File: src/rtl/rhec_store.sv
`timescale 1ns / 1ps
// Byte store of the file prefix: one write port and one registered read port.
// Depends on nothing but its parameter.
module rhec_store #(
    parameter int STORE_BYTES = 512
) (
    input  logic                           aclk,
    input  logic                           wr_en,
    input  logic [$clog2(STORE_BYTES)-1:0] wr_addr,
    input  logic [7:0]                     wr_data,
    input  logic [$clog2(STORE_BYTES)-1:0] rd_addr,
    output logic [7:0]                     rd_data
);

    logic [7:0] mem [STORE_BYTES];
    logic [7:0] rd_data_reg;

    always_ff @(posedge aclk) begin
        if (wr_en) begin
            mem[wr_addr] <= wr_data;
        end
    end

    always_ff @(posedge aclk) begin
        rd_data_reg <= mem[rd_addr];
    end

    assign rd_data = rd_data_reg;

endmodule

File: config.mk
export PLATFORM = sky130hd
export DESIGN_NAME = rhec_store
export DESIGN_NICKNAME = d
export VERILOG_FILES = /design/src/rtl/rhec_store.sv
export SDC_FILE = /design/constraint.sdc
export NUM_CORES = 2
export LEC_CHECK = 0
export ABC_CLOCK_PERIOD_IN_PS = 2200
export BUFFER_PORTS_ARGS = -buffer_cell sky130_fd_sc_hd__clkbuf_2
export CAP_MARGIN = 20
export CORE_AREA = 2 2 636 638
export CTS_BUF_LIST = sky130_fd_sc_hd__clkbuf_8 sky130_fd_sc_hd__clkbuf_16
export DETAILED_ROUTE_END_ITERATION = 12
export DIE_AREA = 0 0 638 640
export SYNTH_ARGS = -nofsm -noshare
export SYNTH_HDL_FRONTEND = slang
export SYNTH_SLANG_ARGS = --single-unit
File: constraint.sdc
create_clock -name aclk -period 2.2 [get_ports aclk]
set_input_delay 0.11 -clock aclk [delete_from_list [all_inputs] [get_ports aclk]]
set_output_delay 0.11 -clock aclk [all_outputs]
set_load 0.01 [all_outputs]
==> run metrics <==
Avg Cell Area, Syn=19.9 um^2; via/cell ratio=5.68; ys async rst share=0; H-tree depth=5; core area=0.401 mm^2; num rows=233; min cycle time layout=2.39 ns; RD Place Congestion=0.918; Pleak=64.0 nW; Cell Area, Synth=0.160 mm^2; Distinct cells, synth=51; max frequency=418 MHz; Layout fillers=32500; outcome=finished with violations; Final Hold Viols=0; CTS Sinks=4104; Layout Cells excl Fill=15100; Top Ports=36; sequential cell area fraction in the yosys report=0.770; Cell Area, Placed=0.178 mm^2; wl on met1=177 mm; Post-synth EDFFs=4096; placed instance count=14400; WP data required=3.05 ns; slowest stage delay, CP=0.51 ns; final instance area=0.192 mm^2; Routed WL=433 mm; fin crit share=1.09; worst setup margin=-0.192 ns; Max Slew Vio Count=0; worst path cell trace=mux2i_1 > o221ai_2 > buf_4 > nor3_4 > nor4_4 > buf_4 > o311ai_4 > nor4_4 > o2111a_1; final setup vio count=7; Die ar.=0.408 mm^2; RSZ-0062 raised after global routing=true; Reg clk slew, reported paths=0.06 ns; kind of critical path=reg -> reg; DR iter-0 viols=10400; clock buffer depth=4; Pwr Density=849 mW/mm^2; Die W=638 um; max cap viols=0; worst hold margin=0.0786 ns; WL/cell=28.6 um; clock insertion delay at the later pin of the skew report=0.99 ns; Detailed Place HPWL=286 mm; starting density of the core=0.398; CTS Buf Count=413; fin nets=9521; max reg flops=4096; cell count after synthesis=8030; CP arrival=3.25 ns; Multi-input gate area=0.0353 mm^2; CP endpoint kind=flop; max layer used=met5; failing checks=negative setup slack; worst reg2reg path depth=9; number of global-route vias before repair=85900; Slew Limit Headroom=0.300; IO Port Bufs=35; DR pass1 iterations=9; grt ovf=0; GRT Util Overall=0.208; #FFs+latches synth=4104; crit start category=flop; CTS tree=yes; VDD IR-drop max=0.745 mV; Post-synth top flop=edfxtp_1; CP max FO=2; clk_skew=0.114 ns; final total negative setup slack=-0.910 ns; Net Count, Synth=8058; crit path max-delay cell type=nor4_4; layout cells sized above 1=0.303; global-route wire length before repair=618 mm; Hold Path Depth=5; Hold Path Class=in -> reg; drt drc=0; CTS root buf=clkbuf_16; Die H=640 um; Setup WS pre-CTS=-1.34 ns; largest net degree at the start of global routing=127; length of routed met3 wiring=33.3 mm; P&R area growth vs syn=20.2%; initial antenna violation count=29; vias=85900; remaining antenna violation count after routing=0; routed wl met2=206 mm; Yosys warnings=0; Slew @ Worst Pin=1.05 ns; Seq. cell area=0.123 mm^2
what timing repair did:
item / 4_1_cts / 5_1_grt
endpoints found under the hold margin: 3524 / 0
buffers inserted: 5 / 7
setup endpoints to repair: 8 / 8
resized for setup: 115 / 117
hold buffers: 15 / 0
pin swaps: 32 / 51
gates cloned: 0 / 0
cells by family after synthesis:
group	Yosys count	share of synthesized area
DFF	4104	0.770
muxes	1451	0.142
and+or+nand+nor	980	0.0263
AOI/OAI and AO/OA	979	0.0431
buffers and inverters	516	0.0185
where the power goes:
part	internal [mW]	leakage (nW)	switching, mW
sequential	86.1	36.9	0.0807
combinational	3.52	20.4	5.81
clock	38.3	6.69	29.4
total	128	64.0	35.3
layout by cell type (no fill, tap or decap), types with 8 or more instances in the layout:
cell	count
o31ai_1	12
nand4_1	32
a21oi_2	22
clkbuf_16	417
a21oi_1	165
a211oi_1	17
o22ai_2	13
diode_2	9
clkinv_1	93
clkinvlp_4	19
o2111a_1	8
nand3_1	32
clkinv_8	9
nor4_2	10
bufinv_16	33
mux4_2	654
o22ai_1	148
mux2i_1	792
buf_4	1322
o221ai_1	319
o221ai_2	52
buf_12	185
buf_8	10
dfxtp_1	8
a22oi_1	54
edfxtp_1	4096
nand2_1	93
o21ai_0	110
nor2_1	591
nor4_4	19
dlygate4sd3_1	15
and2_1	20
clkinv_2	74
nor3_1	99
nand2_4	12
clkbuf_2	23
inv_1	86
final cells by class:
cell class,count,share of cell area
multi-input cells,3410,0.184
diodes,9,0.000117
clock inverters,331,0.0134
flip-flops and latches,4104,0.641
well taps,5287,0.0344
inverters,3,0.0000976
clock buffers,419,0.0544
repair buffers,1561,0.0734
worst max-delay path, delay by kind of cell (launching register included):
kind	cells	cell delay (ns)
AO/OA/AOI/OAI	3	0.55
AND/OR/NAND/NOR	3	0.91
multiplexers	1	0.10
flip-flops	1	0.33
buffers and inverters	2	0.39
per-stage QoR:
stage / total power [mW] / utilization
floorplan: 91.9 / -
global placement: 96.8 / 0.443
detailed placement: 96.9 / 0.443
CTS: 164 / 0.477
global route: 168 / 0.479
finish: 163 / 0.479
routing by layer:
metal,up-vias,GRT usage
met2,3737,0.335
met1,45000,0.290
met3,729,0.0293
met4,6,0.0728
met5,-,0
li1,36400,-
cells in the mapped netlist (5+ instances only):
master | count | area [um^2]
a211oi_1 | 17 | 128
a21oi_1 | 194 | 971
a22o_1 | 5 | 43.8
a22oi_1 | 61 | 458
and2_1 | 20 | 125
buf_1 | 41 | 154
buf_12 | 5 | 100
buf_2 | 57 | 285
buf_4 | 70 | 526
buf_6 | 64 | 721
buf_8 | 11 | 165
clkbuf_1 | 265 | 995
dfxtp_1 | 8 | 160
edfxtp_1 | 4096 | 123000
mux2i_1 | 797 | 7980
mux4_2 | 654 | 14700
nand2_1 | 111 | 417
nand3_1 | 36 | 180
nand4_1 | 32 | 200
nor2_1 | 597 | 2240
nor2b_1 | 6 | 37.5
nor3_1 | 109 | 546
nor3b_1 | 8 | 60.1
nor4_1 | 36 | 225
o2111a_1 | 8 | 90.1
o21ai_0 | 118 | 591
o221ai_1 | 371 | 3250
o22ai_1 | 163 | 1020
o311ai_0 | 5 | 43.8
o31ai_1 | 13 | 97.6
o41ai_1 | 7 | 61.3
or3_1 | 6 | 37.5
worst paths after layout:
check,startpoint,endpoint,slack (ns)
max,mem[259][7]$_DFFE_PP_,rd_data[7]$_DFF_P_,-0.19
min,wr_addr[3],mem[224][5]$_DFFE_PP_,0.08
max reg2reg,mem[259][7]$_DFFE_PP_,rd_data[7]$_DFF_P_,-0.19
min reg2reg,mem[417][6]$_DFFE_PP_,rd_data[6]$_DFF_P_,1.17
(Power assumes the default switching activity.)
