`config.mk`:
```
export PLATFORM = sky130hd
export DESIGN_NAME = rhec_rotadd
export DESIGN_NICKNAME = d
export VERILOG_FILES = /design/src/rtl/rhec_pkg.sv /design/src/rtl/rhec_rotadd.sv
export SDC_FILE = /design/constraint.sdc
export NUM_CORES = 1
export LEC_CHECK = 0
export BUFFER_PORTS_ARGS = -buffer_cell sky130_fd_sc_hd__buf_2
export CAP_MARGIN = 15
export CORE_ASPECT_RATIO = 0.5
export CORE_MARGIN = 10
export CORE_UTILIZATION = 61
export CTS_CLUSTER_SIZE = 14
export DETAILED_ROUTE_END_ITERATION = 8
export GPL_ROUTABILITY_DRIVEN = 0
export HOLD_SLACK_MARGIN = 0.15
export PLACE_DENSITY_LB_ADDON = 0.2
export SLEW_MARGIN = 10
export SYNTH_ARGS = -nofsm -noshare
export SYNTH_HDL_FRONTEND = slang
export SYNTH_SLANG_ARGS = --single-unit
export TNS_END_PERCENT = 30
```
`constraint.sdc`:
```
create_clock -name aclk -period 7.2 [get_ports aclk]
set_input_delay 0.36 -clock aclk [delete_from_list [all_inputs] [get_ports aclk]]
set_output_delay 0.36 -clock aclk [all_outputs]
set_load 0.02 [all_outputs]
```
`src/rtl/rhec_pkg.sv`:
```
`timescale 1ns / 1ps
// Package for the rich header extract and checksum block.
// Holds the sequencer states, result and control types, and fixed constants.
package rhec_pkg;

    localparam int POS_W     = 10;
    localparam int OFF_W     = 9;
    localparam int CMP_W     = 10;
    localparam int M_TDATA_W = 136;

    localparam logic [31:0] MARK_RICH   = 32'h6863_6952;
    localparam logic [31:0] MARK_DANS   = 32'h536E_6144;
    localparam logic [OFF_W-1:0] SKIP_LO    = 9'h03C;
    localparam logic [OFF_W-1:0] SKIP_HI    = 9'h040;
    localparam logic [OFF_W-1:0] SCAN_NEXT  = 9'd68;
    localparam logic [OFF_W-1:0] PE_MIN     = 9'd72;
    localparam logic [5:0]       MAX_ENTRIES = 6'd53;

    localparam logic [1:0] STAT_NONE    = 2'd0;
    localparam logic [1:0] STAT_NO_DANS = 2'd1;
    localparam logic [1:0] STAT_FOUND   = 2'd2;
    localparam logic [1:0] STAT_SHORT   = 2'd3;

    localparam logic KIND_ENTRY   = 1'b0;
    localparam logic KIND_SUMMARY = 1'b1;

    typedef enum logic [3:0] {
        ST_IDLE,
        ST_FETCH,
        ST_RICH_CHK,
        ST_KEY_CHK,
        ST_DANS_CHK,
        ST_SUM,
        ST_ENT_TEST,
        ST_ENT_USE,
        ST_ENT_EMIT,
        ST_SUMMARY
    } state_t;

    typedef struct packed {
        logic        load;
        logic        add;
        logic [31:0] load_val;
        logic [31:0] operand;
        logic [4:0]  amt;
    } ra_ctrl_t;

    typedef struct packed {
        logic        kind;
        logic [15:0] prod_code;
        logic [15:0] build_code;
        logic [31:0] use_total;
        logic [1:0]  status;
        logic [31:0] xor_key;
        logic [31:0] checksum;
        logic [5:0]  entry_count;
        logic        final_res;
    } res_t;

endpackage

```
`src/rtl/rhec_rotadd.sv`:
```
`timescale 1ns / 1ps
// Shared rotate-left-and-add unit that holds the checksum accumulator.
// Depends on rhec_pkg for its control struct.
module rhec_rotadd
    import rhec_pkg::*;
(
    input  logic        aclk,
    input  logic        aresetn,
    input  ra_ctrl_t    ctrl,
    output logic [31:0] acc
);

    logic [31:0] acc_reg, acc_next;
    logic [63:0] rot_wide;

    always_comb begin
        rot_wide = {ctrl.operand, ctrl.operand} << ctrl.amt;
        acc_next = acc_reg;
        if (ctrl.load) begin
            acc_next = ctrl.load_val;
        end else if (ctrl.add) begin
            acc_next = acc_reg + rot_wide[63:32];
        end
    end

    always_ff @(posedge aclk) begin
        if (!aresetn) begin
            acc_reg <= '0;
        end else begin
            acc_reg <= acc_next;
        end
    end

    assign acc = acc_reg;

endmodule

```
==> results.json, run 1 <==
{
  "drive_above_1_share_pct": 25.5,
  "rsz0062_at_grt": "false",
  "drc": 0,
  "drt-initial-drc-count": 515,
  "leakage_nw": 2.48,
  "crit_arrival_ns": 4.85,
  "root_buffer": "clkbuf_16",
  "critical_path.cell_chain": "buf_2 -> mux2_1 -> o21ai_0 -> mux4_2 -> mux2i_1 -> ha_1 -> fa_1 -> a211oi_1 -> o21ai_1 -> a41oi_1 -> o21ai_1 -> a41o_1 -> a211oi_2 -> xor2_1 -> a211oi_1",
  "ys_seq_area_share_pct": 13.5,
  "wirelength_um": 15200,
  "portBuffers": 104,
  "drtAntennaViolNets": 0,
  "viasPerCell": 6.80,
  "ys_ff_latch": 32,
  "r2r-end": "acc[26]",
  "n_antenna_cell": 0,
  "grt_usage_pct": 24.6,
  "powerDensity_nw_per_um2": 222,
  "clkTransAtPathRegs_ns": 0.06,
  "yosysTopAreaCellShare_pct": 13.7,
  "largest_register_ff_count": 32,
  "slew_violations": 0,
  "antenna_found_initial": 0,
  "final_common_cell": "buf_2",
  "yosys-top-cells-area": "mux2i_1, dfxtp_1, mux4_2, ha_1, a21oi_1",
  "total_power_mw": 1.20,
  "cts_tree": "yes",
  "rr_worst_depth": 10,
  "end_kind": "flip-flop",
  "final_util_pct": 72.5,
  "clock_sinks": 32,
  "grt_first_pass_wirelength_um": 23800,
  "core_um2": 7430,
  "ys_warn_count": 0,
  "avgSynthCellArea_um2": 8.25,
  "cts_resized": 0,
  "fin_nets": 752,
  "synth_flop_cell": "dfxtp_1",
  "fill_cells": 606,
  "post_cts_buffers": 0,
  "critPathRequiredTime_ns": 7.40,
  "crit_type": "in -> reg",
  "synth_fp_nets": 679,
  "grt_max_degree": 42,
  "finalHoldViolations": 0,
  "area_delta_synth_final_pct": 13.7,
  "syn_inst": 574,
  "grt_overflow": 0,
  "wl_per_cell_um": 20.5,
  "cts_buffers": 5,
  "crit_slowest_cell": "buf_2",
  "placed_cells": 736,
  "irDropWorstVdd_mv": 0.118,
  "layout.cells.non_filler": 744,
  "startpoint_type": "primary input",
  "ys_types": 65,
  "ios": 105,
  "dr.pass1.iters": 5,
  "cts-htree-levels": 2,
  "yosysTopAreaCell": "mux2i_1",
  "ys_async_sr_fraction_pct": 0,
  "r2r_setup_slack_ns": 4.12,
  "clock_path_buffers": 2,
  "worst_pin_slew_ns": 0.909,
  "final.min_clock_period_ns": 4.65,
  "max-cap-violations": 0,
  "fin_skew_ns": 0.00421,
  "holdWs_ns": 0.301,
  "dpl.hpwl_um": 12000,
  "syn_area_um2": 4740,
  "die_w_um": 145,
  "tns_ns": 0,
  "setup_viol": 0,
  "first_global_vias": 4625,
  "hp-class": "in -> reg",
  "rows": 22,
  "cpPeakStageDelay_ns": 0.58,
  "fin_crit_sh_pct": 64.6,
  "num_vias": 5057,
  "crit_end": "acc[26]",
  "cp_max_fo": 32,
  "start_util_pct": 63.7,
  "cts_hold_buf": 0,
  "synth-edff-count": 0,
  "relSlewSlack_pct": 39.0,
  "status": "finished, final reports clean",
  "setup.worst_path.start": "ctrl[1]",
  "clock_latency_ns": 0.28,
  "final_cell_mix": "buf_2, mux2i_1, a21oi_1",
  "die_area_um2": 11900,
  "die_h_um": 82.3,
  "reg2reg_from": "acc[0]",
  "max_freq_mhz": 215
}
## critical path, delay by kind of cell
| family | cells | cell delay (ns) |
|---|---|---|
| AOI/OAI and AO/OA | 8 | 2.28 |
| xor gates and xnor gates | 1 | 0.09 |
| adders and majority gates | 2 | 0.70 |
| muxes | 3 | 0.83 |
| buffers and inverters | 1 | 0.58 |
## cell type report
type | instances | area, um2 | area share [%]
multi-input cells | 496 | 3910 | 72.6
clock inverters | 2 | 35.0 | 0.650
well taps | 96 | 120 | 2.23
repair buffers | 104 | 520 | 9.66
clock buffers | 6 | 129 | 2.39
inverters | 8 | 30.0 | 0.557
flip-flops and latches | 32 | 641 | 11.9
## per-layer routing
| metal | vias to the layer above | global-route usage (%) | wire [um] |
|---|---|---|---|
| met5 | - | 0 | 0 |
| met4 | 0 | 7.21 | 221 |
| met3 | 25 | 5.58 | 1650 |
| met2 | 290 | 38.5 | 6630 |
| met1 | 2397 | 33.5 | 6730 |
| li1 | 2345 | - | - |
## cells in the mapped netlist (3+ instances only)
| library cell | count |
|---|---|
| mux2_2 | 20 |
| o21ai_1 | 11 |
| mux2i_1 | 65 |
| nand2_1 | 52 |
| o21a_1 | 7 |
| nor3_1 | 10 |
| o21ai_0 | 44 |
| xor2_1 | 10 |
| nor2b_1 | 4 |
| o31ai_1 | 3 |
| buf_2 | 3 |
| o211ai_1 | 6 |
| clkbuf_1 | 28 |
| dfxtp_1 | 32 |
| a211oi_1 | 10 |
| xnor2_1 | 17 |
| a31oi_1 | 5 |
| a21o_1 | 11 |
| buf_1 | 5 |
| mux4_2 | 22 |
| mux2_1 | 6 |
| a21oi_1 | 65 |
| ha_1 | 31 |
| o221ai_1 | 4 |
| inv_1 | 5 |
| and3_1 | 6 |
| nor2_1 | 35 |
| a22oi_1 | 4 |
| nand3_1 | 7 |
## cell families (layout without fill, tap and decap cells)
logic type / after synthesis / count (layout) / share of synthesized area (%)
adders and majority gates: 32 / 32 / 8.61
DFF: 32 / 32 / 13.5
AOI/OAI and AO/OA: 197 / 197 / 26.6
and+or+nand+nor: 127 / 127 / 12.0
xor gates and xnor gates: 27 / 27 / 4.99
muxes: 113 / 113 / 30.4
buffers and inverters: 46 / 120 / 3.88
## worst min path at each step
stage | start | end | slack [ns] | cells past startpoint
2_1_floorplan | ctrl[47] | acc[10] | 0.50 | 1
3_3_place_gp | acc[23] | acc[23] | 0.53 | 2
3_5_place_dp | acc[23] | acc[23] | 0.54 | 2
4_1_cts | ctrl[47] | acc[10] | 0.31 | 2
5_1_grt | ctrl[47] | acc[10] | 0.31 | 2
6_report | ctrl[47] | acc[10] | 0.30 | 2
## per-stage QoR
step	cell area, um2	setup slack, ns
2_1_floorplan	4740	2.86
3_3_place_gp	5220	2.46
3_5_place_dp	5220	2.33
4_1_cts	5390	2.63
5_1_grt	5390	2.23
6_report	5390	2.55
## power breakdown
group / switching, mW / total [mW] / internal [mW] / leakage [nW]
Clock: 0.0845 / 0.247 / 0.163 / 0.0808
Combinational: 0.431 / 0.730 / 0.299 / 2.13
Sequential: 0.0214 / 0.221 / 0.200 / 0.267
Total: 0.537 / 1.20 / 0.662 / 2.48
Note: power is estimated with default switching activity, not from simulation.
==> run 2: changes to the inputs <==
--- a/config.mk
+++ b/config.mk
@@ -9,7 +9,7 @@
 export CAP_MARGIN = 15
 export CORE_ASPECT_RATIO = 0.5
 export CORE_MARGIN = 10
-export CORE_UTILIZATION = 61
+export CORE_UTILIZATION = 51
 export CTS_CLUSTER_SIZE = 14
 export DETAILED_ROUTE_END_ITERATION = 8
 export GPL_ROUTABILITY_DRIVEN = 0
==> constraint.sdc (replaced) <==
create_clock -name aclk -period 3.95 [get_ports aclk]
set_input_delay 0.1975 -clock aclk [delete_from_list [all_inputs] [get_ports aclk]]
set_output_delay 0.1975 -clock aclk [all_outputs]
set_load 0.02 [all_outputs]
==> results.json, run 2 (same netlist as run 1, synthesis figures left out) <==
{
  "critPathRequiredTime_ns": 4.13,
  "relSlewSlack_pct": 46.1,
  "total_power_mw": 2.34,
  "antenna_found_initial": 0,
  "r2r_setup_slack_ns": 1.21,
  "placed_cells": 818,
  "finalHoldViolations": 0,
  "fill_cells": 803,
  "dpl.hpwl_um": 12700,
  "setup_viol": 0,
  "final_cell_mix": "buf_2, a21oi_1, mux2i_1",
  "crit_slowest_cell": "mux4_2",
  "cp_max_fo": 8,
  "clock_path_buffers": 2,
  "powerDensity_nw_per_um2": 392,
  "rr_worst_depth": 10,
  "clock_sinks": 32,
  "grt_overflow": 0,
  "n_antenna_cell": 0,
  "fin_crit_sh_pct": 97.3,
  "core_um2": 8890,
  "drive_above_1_share_pct": 32.7,
  "startpoint_type": "primary input",
  "final_common_cell": "buf_2",
  "r2r-end": "acc[26]",
  "drtAntennaViolNets": 0,
  "reg2reg_from": "acc[0]",
  "wirelength_um": 15900,
  "status": "finished, final reports clean",
  "multi_input_area_um2": 3950,
  "max-cap-violations": 0,
  "cts-htree-levels": 2,
  "wl_per_cell_um": 19.2,
  "crit_type": "in -> reg",
  "grt_usage_pct": 22.3,
  "layout.cells.non_filler": 827,
  "tns_ns": 0,
  "die_w_um": 156,
  "rows": 24,
  "dr.pass1.iters": 5,
  "start_util_pct": 53.3,
  "critical_path.cell_chain": "buf_2 -> buf_4 -> mux2i_1 -> nand2_1 -> o21ai_0 -> mux4_2 -> mux2i_1 -> buf_4 -> ha_1 -> and3_1 -> nor2b_1 -> a2111oi_1 -> o31ai_1 -> a41o_1 -> a211oi_2 -> xor2_1 -> a211oi_1",
  "fin_nets": 815,
  "drt-initial-drc-count": 420,
  "first_global_vias": 4873,
  "crit_arrival_ns": 4.03,
  "end_kind": "flip-flop",
  "largest_register_ff_count": 32,
  "hp-class": "in -> reg",
  "num_vias": 5127,
  "leakage_nw": 2.80,
  "grt_max_degree": 41,
  "worst_pin_slew_ns": 0.807,
  "ios": 105,
  "die_area_um2": 13800,
  "grt_first_pass_wirelength_um": 25200,
  "viasPerCell": 6.20,
  "drc": 0,
  "clkTransAtPathRegs_ns": 0.05,
  "hp-start": "ctrl[39]",
  "regArea_um2": 641,
  "final.min_clock_period_ns": 3.84,
  "rsz0062_at_grt": "true",
  "min_to": "acc[2]",
  "cts_tree": "yes",
  "irDropWorstVdd_mv": 0.159,
  "slew_violations": 0,
  "portBuffers": 104,
  "cts_buffers": 5,
  "fin_skew_ns": 0.00439,
  "max_freq_mhz": 260,
  "whs_path_depth": 3,
  "root_buffer": "clkbuf_16",
  "clock_latency_ns": 0.28,
  "cpPeakStageDelay_ns": 0.54,
  "area_delta_synth_final_pct": 25.6,
  "die_h_um": 88.1
}
[run 2: changes by cell type in the layout (fill, tap and decap cells not counted), moves of 2 or more]
cell       before  now
buf_12          0    3
o21ai_0        44   31
o21ai_1        11   24
a2111oi_1       0    2
buf_4           0   59
a2111oi_0       2    0
clkbuf_8        0    2
[run 2: layout make-up]
class                      instances  area share [%]
sequential                        32            10.8
multi-input combinational        496            66.3
inverter                           8           0.505
clock buffer                       7            2.57
tap                              117            2.46
timing repair buffer             167            17.4
[run 2: critical path, delay by kind of cell]
kind / cells / cell delay (ns)
AO/OA/AOI/OAI: 6 / 1.54
adder cells (fa/ha/maj): 1 / 0.23
multiplexers: 3 / 1.01
AND/OR/NAND/NOR: 3 / 0.44
XOR/XNOR: 1 / 0.09
buffers and inverters: 3 / 0.51
[run 2: worst max path at each step]
stage,to,depth (start not counted),from,slack [ns]
detailed placement,acc[26],16,ctrl[1],-0.16
CTS,acc[26],16,ctrl[1],0.07
global placement,acc[26],16,ctrl[1],-0.03
floorplan,acc[26],17,ctrl[1],0.0004
finish,acc[26],17,ctrl[1],0.11
global route,acc[26],17,ctrl[1],-0.13
[run 2: power by group]
part	total [mW]	switching [mW]	internal [mW]
Sequential	0.400	0.0360	0.364
Combinational	1.52	0.818	0.705
Clock	0.411	0.146	0.265
[run 2: metrics by stage]
stage | setup WS [ns] | cell area, um2 | util (%) | hold slack, ns
after detailed placement | -0.158 | 5760 | 64.8 | 0.434
after global routing | -0.132 | 5950 | 66.9 | 0.178
after floorplan | 0.000356 | 4750 | - | 0.335
after global placement | -0.0295 | 5760 | 64.8 | 0.425
final | 0.108 | 5950 | 66.9 | 0.156
after CTS | 0.0749 | 5920 | 66.6 | 0.152
[run 2: timing repair]
| item | 4_1_cts | 5_1_grt |
|---|---|---|
| endpoints found under the setup margin | 0 | 8 |
| setup buffers | 0 | 1 |
| hold endpoints to repair | 1 | 0 |
| hold buffers | 1 | 0 |
| resized for setup | 0 | 19 |
[run 2: layer usage]
metal,up-vias,GRT usage [%],part of all wire [%]
met2,229,35.5,44
met3,25,4.11,7.8
met4,0,5.79,1.6
met5,-,0,0
met1,2406,30.5,47
li1,2467,-,-
