[config.mk]
export PLATFORM = sky130hd
export DESIGN_NAME = rhec_seq
export DESIGN_NICKNAME = d
export VERILOG_FILES = /design/src/rtl/rhec_pkg.sv /design/src/rtl/rhec_seq.sv
export SDC_FILE = /design/constraint.sdc
export NUM_CORES = 1
export LEC_CHECK = 0
export BUFFER_PORTS_ARGS = -buffer_cell sky130_fd_sc_hd__buf_2
export CAP_MARGIN = 30
export CORE_MARGIN = 2
export CORE_UTILIZATION = 45
export CTS_CLUSTER_SIZE = 25
export DETAILED_ROUTE_END_ITERATION = 8
export PLACE_DENSITY = 0.78
export SETUP_SLACK_MARGIN = 0.02
export SKIP_LAST_GASP = 1
export SLEW_MARGIN = 20
export SYNTH_ARGS = -nofsm -noshare
export SYNTH_HDL_FRONTEND = slang
export SYNTH_SLANG_ARGS = --single-unit
[constraint.sdc]
create_clock -name aclk -period 4.3 [get_ports aclk]
set_input_delay 0.86 -clock aclk [delete_from_list [all_inputs] [get_ports aclk]]
set_output_delay 0.86 -clock aclk [all_outputs]
set_load 0.03 [all_outputs]
[src/rtl/rhec_pkg.sv]
`timescale 1ns / 1ps
// Package for the rich header extract and checksum block.
// Holds the sequencer states, result and control types, and fixed constants.
package rhec_pkg;

    localparam int POS_W     = 10;
    localparam int OFF_W     = 9;
    localparam int CMP_W     = 10;
    localparam int M_TDATA_W = 136;

    localparam logic [31:0] MARK_RICH   = 32'h6863_6952;
    localparam logic [31:0] MARK_DANS   = 32'h536E_6144;
    localparam logic [OFF_W-1:0] SKIP_LO    = 9'h03C;
    localparam logic [OFF_W-1:0] SKIP_HI    = 9'h040;
    localparam logic [OFF_W-1:0] SCAN_NEXT  = 9'd68;
    localparam logic [OFF_W-1:0] PE_MIN     = 9'd72;
    localparam logic [5:0]       MAX_ENTRIES = 6'd53;

    localparam logic [1:0] STAT_NONE    = 2'd0;
    localparam logic [1:0] STAT_NO_DANS = 2'd1;
    localparam logic [1:0] STAT_FOUND   = 2'd2;
    localparam logic [1:0] STAT_SHORT   = 2'd3;

    localparam logic KIND_ENTRY   = 1'b0;
    localparam logic KIND_SUMMARY = 1'b1;

    typedef enum logic [3:0] {
        ST_IDLE,
        ST_FETCH,
        ST_RICH_CHK,
        ST_KEY_CHK,
        ST_DANS_CHK,
        ST_SUM,
        ST_ENT_TEST,
        ST_ENT_USE,
        ST_ENT_EMIT,
        ST_SUMMARY
    } state_t;

    typedef struct packed {
        logic        load;
        logic        add;
        logic [31:0] load_val;
        logic [31:0] operand;
        logic [4:0]  amt;
    } ra_ctrl_t;

    typedef struct packed {
        logic        kind;
        logic [15:0] prod_code;
        logic [15:0] build_code;
        logic [31:0] use_total;
        logic [1:0]  status;
        logic [31:0] xor_key;
        logic [31:0] checksum;
        logic [5:0]  entry_count;
        logic        final_res;
    } res_t;

endpackage

[src/rtl/rhec_seq.sv]
`timescale 1ns / 1ps
// Sequencer: loads bytes, scans for the marks, walks the checksum and entries.
// Depends on rhec_pkg; drives rhec_store and rhec_rotadd.
module rhec_seq
    import rhec_pkg::*;
#(
    parameter int STORE_BYTES = 512
) (
    input  logic                           aclk,
    input  logic                           aresetn,
    input  logic                           s_valid,
    input  logic [7:0]                     s_data,
    input  logic                           s_last,
    output logic                           s_ready,
    input  logic [OFF_W-1:0]               pe_base,
    output logic                           mem_we,
    output logic [$clog2(STORE_BYTES)-1:0] mem_waddr,
    output logic [7:0]                     mem_wdata,
    output logic [$clog2(STORE_BYTES)-1:0] mem_raddr,
    input  logic [7:0]                     mem_rdata,
    input  logic [31:0]                    acc,
    output ra_ctrl_t                       ra,
    input  logic                           slot_free,
    output logic                           push,
    output res_t                           res
);

    localparam int AW = $clog2(STORE_BYTES);
    localparam int CW = $clog2(STORE_BYTES + 1);

    state_t            state_reg, state_next;
    state_t            ret_reg, ret_next;
    logic [CW-1:0]     rcv_reg, rcv_next, rcv_inc;
    logic [POS_W-1:0]  pos_reg, pos_next, fetch_addr;
    logic [2:0]        fcnt_reg, fcnt_next;
    logic [31:0]       word_reg, word_next;
    logic [OFF_W-1:0]  rich_reg, rich_next;
    logic [OFF_W-1:0]  dans_reg, dans_next;
    logic [31:0]       key_reg, key_next;
    logic [31:0]       comp_reg, comp_next;
    logic [1:0]        status_reg, status_next;
    logic [5:0]        n_reg, n_next;
    logic              pend_reg, pend_next;
    logic [OFF_W-1:0]  pend_idx_reg, pend_idx_next;
    logic              accept;
    logic              store_room;
    logic [31:0]       use_val;

    always_ff @(posedge aclk) begin
        if (!aresetn) begin
            state_reg    <= ST_IDLE;
            ret_reg      <= ST_IDLE;
            rcv_reg      <= '0;
            fcnt_reg     <= '0;
            pend_reg     <= 1'b0;
            n_reg        <= '0;
            status_reg   <= STAT_NONE;
        end else begin
            state_reg    <= state_next;
            ret_reg      <= ret_next;
            rcv_reg      <= rcv_next;
            fcnt_reg     <= fcnt_next;
            pend_reg     <= pend_next;
            n_reg        <= n_next;
            status_reg   <= status_next;
        end
    end

    always_ff @(posedge aclk) begin
        pos_reg      <= pos_next;
        word_reg     <= word_next;
        rich_reg     <= rich_next;
        dans_reg     <= dans_next;
        key_reg      <= key_next;
        comp_reg     <= comp_next;
        pend_idx_reg <= pend_idx_next;
    end

    assign s_ready    = (state_reg == ST_IDLE);
    assign accept     = s_valid && s_ready;
    assign store_room = (rcv_reg < CW'(STORE_BYTES));
    assign rcv_inc    = store_room ? rcv_reg + 1'b1 : rcv_reg;
    assign mem_we     = accept && store_room;
    assign mem_waddr  = rcv_reg[AW-1:0];
    assign mem_wdata  = s_data;
    assign fetch_addr = pos_reg + POS_W'(fcnt_reg[1:0]);
    assign use_val    = word_reg ^ key_reg;

    always_comb begin
        state_next    = state_reg;
        ret_next      = ret_reg;
        rcv_next      = rcv_reg;
        pos_next      = pos_reg;
        fcnt_next     = fcnt_reg;
        word_next     = word_reg;
        rich_next     = rich_reg;
        dans_next     = dans_reg;
        key_next      = key_reg;
        comp_next     = comp_reg;
        status_next   = status_reg;
        n_next        = n_reg;
        pend_next     = 1'b0;
        pend_idx_next = pend_idx_reg;
        mem_raddr     = pos_reg[AW-1:0];
        push          = 1'b0;
        res           = '0;
        ra            = '0;

        // The byte pass feeds the rotate-add unit in the cycle after each read, skipping offsets 0x3C to 0x3F.
        if (pend_reg && !(pend_idx_reg >= SKIP_LO && pend_idx_reg < SKIP_HI)) begin
            ra.add     = 1'b1;
            ra.operand = {24'd0, mem_rdata};
            ra.amt     = pend_idx_reg[4:0];
        end

        unique case (state_reg)
            ST_IDLE: begin
                if (accept) begin
                    rcv_next = rcv_inc;
                    if (s_last) begin
                        rcv_next = '0;
                        key_next = '0;
                        n_next   = '0;
                        if (pe_base < PE_MIN) begin
                            status_next = STAT_NONE;
                            state_next  = ST_SUMMARY;
                        end else if (CMP_W'(rcv_inc) < CMP_W'(pe_base) + CMP_W'(4)) begin
                            status_next = STAT_SHORT;
                            state_next  = ST_SUMMARY;
                        end else begin
                            status_next = STAT_NONE;
                            pos_next    = POS_W'(pe_base) - POS_W'(4);
                            ret_next    = ST_RICH_CHK;
                            fcnt_next   = '0;
                            state_next  = ST_FETCH;
                        end
                    end
                end
            end
            ST_FETCH: begin
                mem_raddr = fetch_addr[AW-1:0];
                fcnt_next = fcnt_reg + 1'b1;
                if (fcnt_reg != 3'd0) begin
                    word_next = {mem_rdata, word_reg[31:8]};
                end
                if (fcnt_reg == 3'd4) begin
                    fcnt_next  = '0;
                    state_next = ret_reg;
                end
            end
            ST_RICH_CHK: begin
                if (word_reg == MARK_RICH) begin
                    rich_next  = pos_reg[OFF_W-1:0];
                    pos_next   = pos_reg + POS_W'(4);
                    ret_next   = ST_KEY_CHK;
                    state_next = ST_FETCH;
                end else if (pos_reg >= POS_W'(SCAN_NEXT)) begin
                    pos_next   = pos_reg - POS_W'(4);
                    state_next = ST_FETCH;
                end else begin
                    state_next = ST_SUMMARY;
                end
            end
            ST_KEY_CHK: begin
                key_next    = word_reg;
                status_next = STAT_NO_DANS;
                if (rich_reg >= SCAN_NEXT) begin
                    pos_next   = POS_W'(rich_reg) - POS_W'(4);
                    ret_next   = ST_DANS_CHK;
                    state_next = ST_FETCH;
                end else begin
                    state_next = ST_SUMMARY;
                end
            end
            ST_DANS_CHK: begin
                if ((word_reg ^ key_reg) == MARK_DANS) begin
                    dans_next   = pos_reg[OFF_W-1:0];
                    status_next = STAT_FOUND;
                    ra.load     = 1'b1;
                    ra.load_val = 32'(pos_reg);
                    pos_next    = '0;
                    state_next  = ST_SUM;
                end else if (pos_reg >= POS_W'(SCAN_NEXT)) begin
                    pos_next   = pos_reg - POS_W'(4);
                    state_next = ST_FETCH;
                end else begin
                    state_next = ST_SUMMARY;
                end
            end
            ST_SUM: begin
                if (pos_reg < POS_W'(dans_reg)) begin
                    mem_raddr     = pos_reg[AW-1:0];
                    pend_next     = 1'b1;
                    pend_idx_next = pos_reg[OFF_W-1:0];
                    pos_next      = pos_reg + 1'b1;
                end else begin
                    pos_next   = POS_W'(dans_reg) + POS_W'(16);
                    state_next = ST_ENT_TEST;
                end
            end
            ST_ENT_TEST: begin
                if (CMP_W'(pos_reg) + CMP_W'(8) <= CMP_W'(rich_reg) && n_reg < MAX_ENTRIES) begin
                    ret_next   = ST_ENT_USE;
                    state_next = ST_FETCH;
                end else begin
                    state_next = ST_SUMMARY;
                end
            end
            ST_ENT_USE: begin
                comp_next  = word_reg ^ key_reg;
                pos_next   = pos_reg + POS_W'(4);
                ret_next   = ST_ENT_EMIT;
                state_next = ST_FETCH;
            end
            ST_ENT_EMIT: begin
                res.kind       = KIND_ENTRY;
                res.prod_code  = comp_reg[31:16];
                res.build_code = comp_reg[15:0];
                res.use_total  = use_val;
                if (slot_free) begin
                    push       = 1'b1;
                    ra.add     = 1'b1;
                    ra.operand = comp_reg;
                    ra.amt     = use_val[4:0];
                    n_next     = n_reg + 1'b1;
                    pos_next   = pos_reg + POS_W'(4);
                    state_next = ST_ENT_TEST;
                end
            end
            ST_SUMMARY: begin
                res.kind        = KIND_SUMMARY;
                res.status      = status_reg;
                res.xor_key     = key_reg;
                res.checksum    = (status_reg == STAT_FOUND) ? acc : 32'd0;
                res.entry_count = n_reg;
                res.final_res   = 1'b1;
                if (slot_free) begin
                    push       = 1'b1;
                    state_next = ST_IDLE;
                end
            end
            default: begin
                state_next = ST_IDLE;
            end
        endcase
    end

endmodule

==> metrics.cfg <==
[outcome]
status = complete, no violations

[final_layout]
final_area_um2 = 12280
fillers = 2007
syn_to_final_growth_pct = 20.25
drive_gt1_share_pct = 26.61
nNetsFinal = 1382
diodes = 0

[die]
start_util_pct = 45.51
rows = 55
die_x_um = 154.6
core-area_um2 = 22430
dieArea_um2 = 23910
die_y_um = 154.6
num_io_pins = 300

[sta]
worstMarginPinSlew_ns = 0.8816
finalClockSkew_ns = 0.01497
fin_setup_tns_ns = 0
setup_viol = 0
hold_violations = 0
drv_slew = 0
rsz0062_at_grt = false
slew_headroom_pct = 41.01
period_needed_ns = 3.846
max_freq_ghz = 0.2600
period_share_pct = 89.44

[drt]
viasPerCell = 5.664
ant_nets = 0
routed_wl_mm = 32.79
wl_per_cell_um = 20.83
drt_iter0_drc = 1054
drt-pass1-iter-count = 6
vias = 8915
drc = 0

[grt]
grt_pass1_wl_mm = 48.41
grt_pass1_vias = 8409
grt_overflow_total = 0
track_usage_pct = 26.70
antenna_found_initial = 0
grt_max_degree = 75

[synthesis]
synthesis.area_um2 = 10210
yosysWarnings = 0
async_flop_share_pct = 0
avgSynthCellArea_um2 = 9.761
ys_types = 78
synth_edf_count = 133
ys_seq_elements = 163
synth_top_family_by_area = simple AND/OR/NAND/NOR gates
netlist_instances = 1046
synth_fa_ha_area_share_pct = 5.466
synth_simple_gate_area_share_pct = 24.55
synth_compound_area_share_pct = 9.326
synthMuxAreaShare_pct = 0.6250
ys_seq_area_share_pct = 45.00
synthXorXnorAreaFrac_pct = 7.782
synthFlopType = edfxtp_1

[place]
place_congestion = 0.9761
placed_cell_area_um2 = 11680
portBuffers = 261
dp_hpwl_mm = 25.13

[critical_path]
worstSetupPathType = reg2out
endpoint_kind = output port
cp_max_fo = 7
critPathArrivalTime_ns = 2.99
critPathLaunchType = flip-flop
cp.required_ns = 3.44

[clock_network]
cts_resized = 0
cts_tree = done
cts_setup_buffers = 0
root_buffer = clkbuf_16
clk_pin_slew_ns = 0.07
hold_buffers = 0
cts-buffers-inserted = 17
insertion_delay_ns = 0.43
cts.sinks = 163
cts_max_path_buffers = 2
htree_levels = 4

[worst_hold_path]
hp-class = reg2reg

[run]
maxCapViolCount = 0

[power_and_ir_drop]
power_density_nw_per_um2 = 550.4
peakVddDrop_uv = 367.1
power_leakage_nw = 5.581

worst paths after layout:
kind / start / to / slack (ns) / cells past startpoint
setup / recovery: word_reg[0] / ra[44] / 0.45 / 8
hold / removal: ret_reg[0] / ret_reg[0] / 0.45 / 2
setup reg to reg: rcv_reg[0] / pos_reg[0] / 0.80 / 13
hold reg to reg: ret_reg[0] / ret_reg[0] / 0.45 / 2
cells in the mapped netlist (all sizes together), types with 3 or more instances:
| cell | instances | share of area, % |
|---|---|---|
| a21boi | 5 | 0.40 |
| a21o | 6 | 0.44 |
| a21oi | 33 | 1.6 |
| a221oi | 6 | 0.58 |
| a22oi | 8 | 0.59 |
| a31oi | 6 | 0.37 |
| and2 | 159 | 9.7 |
| and3 | 31 | 1.9 |
| buf | 54 | 3.7 |
| clkbuf | 40 | 1.5 |
| dfxtp | 30 | 5.9 |
| edfxtp | 133 | 39 |
| ha | 43 | 5.3 |
| inv | 57 | 2.1 |
| mux2 | 3 | 0.33 |
| mux2i | 3 | 0.29 |
| nand2 | 74 | 2.7 |
| nand2b | 11 | 0.67 |
| nand3 | 23 | 1.1 |
| nand4 | 15 | 0.92 |
| nor2 | 69 | 2.6 |
| nor2b | 11 | 0.67 |
| nor3 | 23 | 1.1 |
| nor3b | 5 | 0.42 |
| nor4 | 11 | 0.67 |
| nor4bb | 4 | 0.39 |
| o211ai | 6 | 0.44 |
| o21ai | 27 | 1.3 |
| o22ai | 7 | 0.43 |
| o311a | 3 | 0.29 |
| o31ai | 6 | 0.49 |
| or3 | 5 | 0.36 |
| xnor2 | 50 | 4.4 |
| xor2 | 39 | 3.3 |
routing by layer:
layer  part of all wire [%]  global-route usage, %
met3                    8.2                  4.091
met5                      0                      0
met1                     40                  34.46
met4                    4.9                  13.40
met2                     47                  43.84
cell families (layout without fill, tap and decap cells):
family / after synthesis / count (layout)
buf+inv: 151 / 373
other cells: 1 / 22
simple gates: 454 / 454
compound gates: 138 / 138
fa+ha+maj: 44 / 44
xor+xnor: 89 / 89
flops: 163 / 163
mux: 6 / 6
report_power, final:
part           leakage, nW  internal (mW)  switching, mW  total (mW)
Sequential            1.46           2.08          0.297        2.38
Clock                0.293          0.880          0.688        1.57
Combinational         3.82          0.907           1.90        2.81
Total                 5.58           3.87           2.89        6.76
metrics by stage:
step | worst slack [ns] | total power, mW | instances | hold WS [ns] | util [%]
final | 0.4540 | 6.757 | 1574 | 0.4503 | 54.72
after global routing | 0.3646 | 7.049 | 1574 | 0.4879 | 54.72
after CTS | 0.4522 | 6.714 | 1574 | 0.4499 | 54.72
after detailed placement | 0.5574 | 5.148 | 1542 | 0.4391 | 52.08
after global placement | 0.6327 | 5.092 | 1540 | 0.4380 | 51.94
after floorplan | 0.2332 | 4.237 | 1067 | 0.4207 | -
critical path, cell delays in order, from the launching register on:
cell and delay, ns:
edfxtp_1 0.43, xnor2_1 0.54, inv_2 0.09, nor4_1 0.25, nand2_1 0.11, or3_1 0.54, nor2_4 0.24, and2_1 0.17
buf_2 0.19
cell usage in the layout, fill, tap and decap left out, types with 7 or more instances in the layout:
cell type | synthesis | layout
a21oi_1 | 33 | 31
a22oi_1 | 8 | 8
and2_1 | 159 | 159
and3_1 | 30 | 30
buf_2 | 7 | 262
buf_4 | 41 | 21
clkbuf_16 | 0 | 17
conb_1 | 1 | 22
dfxtp_1 | 30 | 30
edfxtp_1 | 133 | 133
ha_1 | 43 | 43
inv_1 | 53 | 53
nand2_1 | 74 | 74
nand2b_1 | 11 | 11
nand3_1 | 23 | 23
nand4_1 | 15 | 15
nor2_1 | 67 | 64
nor2b_1 | 11 | 10
nor3_1 | 23 | 23
nor4_1 | 11 | 11
o21ai_0 | 22 | 22
o22ai_1 | 7 | 7
xnor2_1 | 48 | 48
xor2_1 | 39 | 39
final cells by class:
class	count	area, µm²	share of cell area [%]
Clock buffer	19	432.9	3.526
Multi-Input combinational cell	753	5022	40.91
Timing Repair Buffer	284	1496	12.19
Clock inverter	13	160.2	1.305
Tap cell	285	356.6	2.905
Inverter	57	214.0	1.743
Sequential cell	163	4594	37.42
Power figures use the tool's default switching activity.
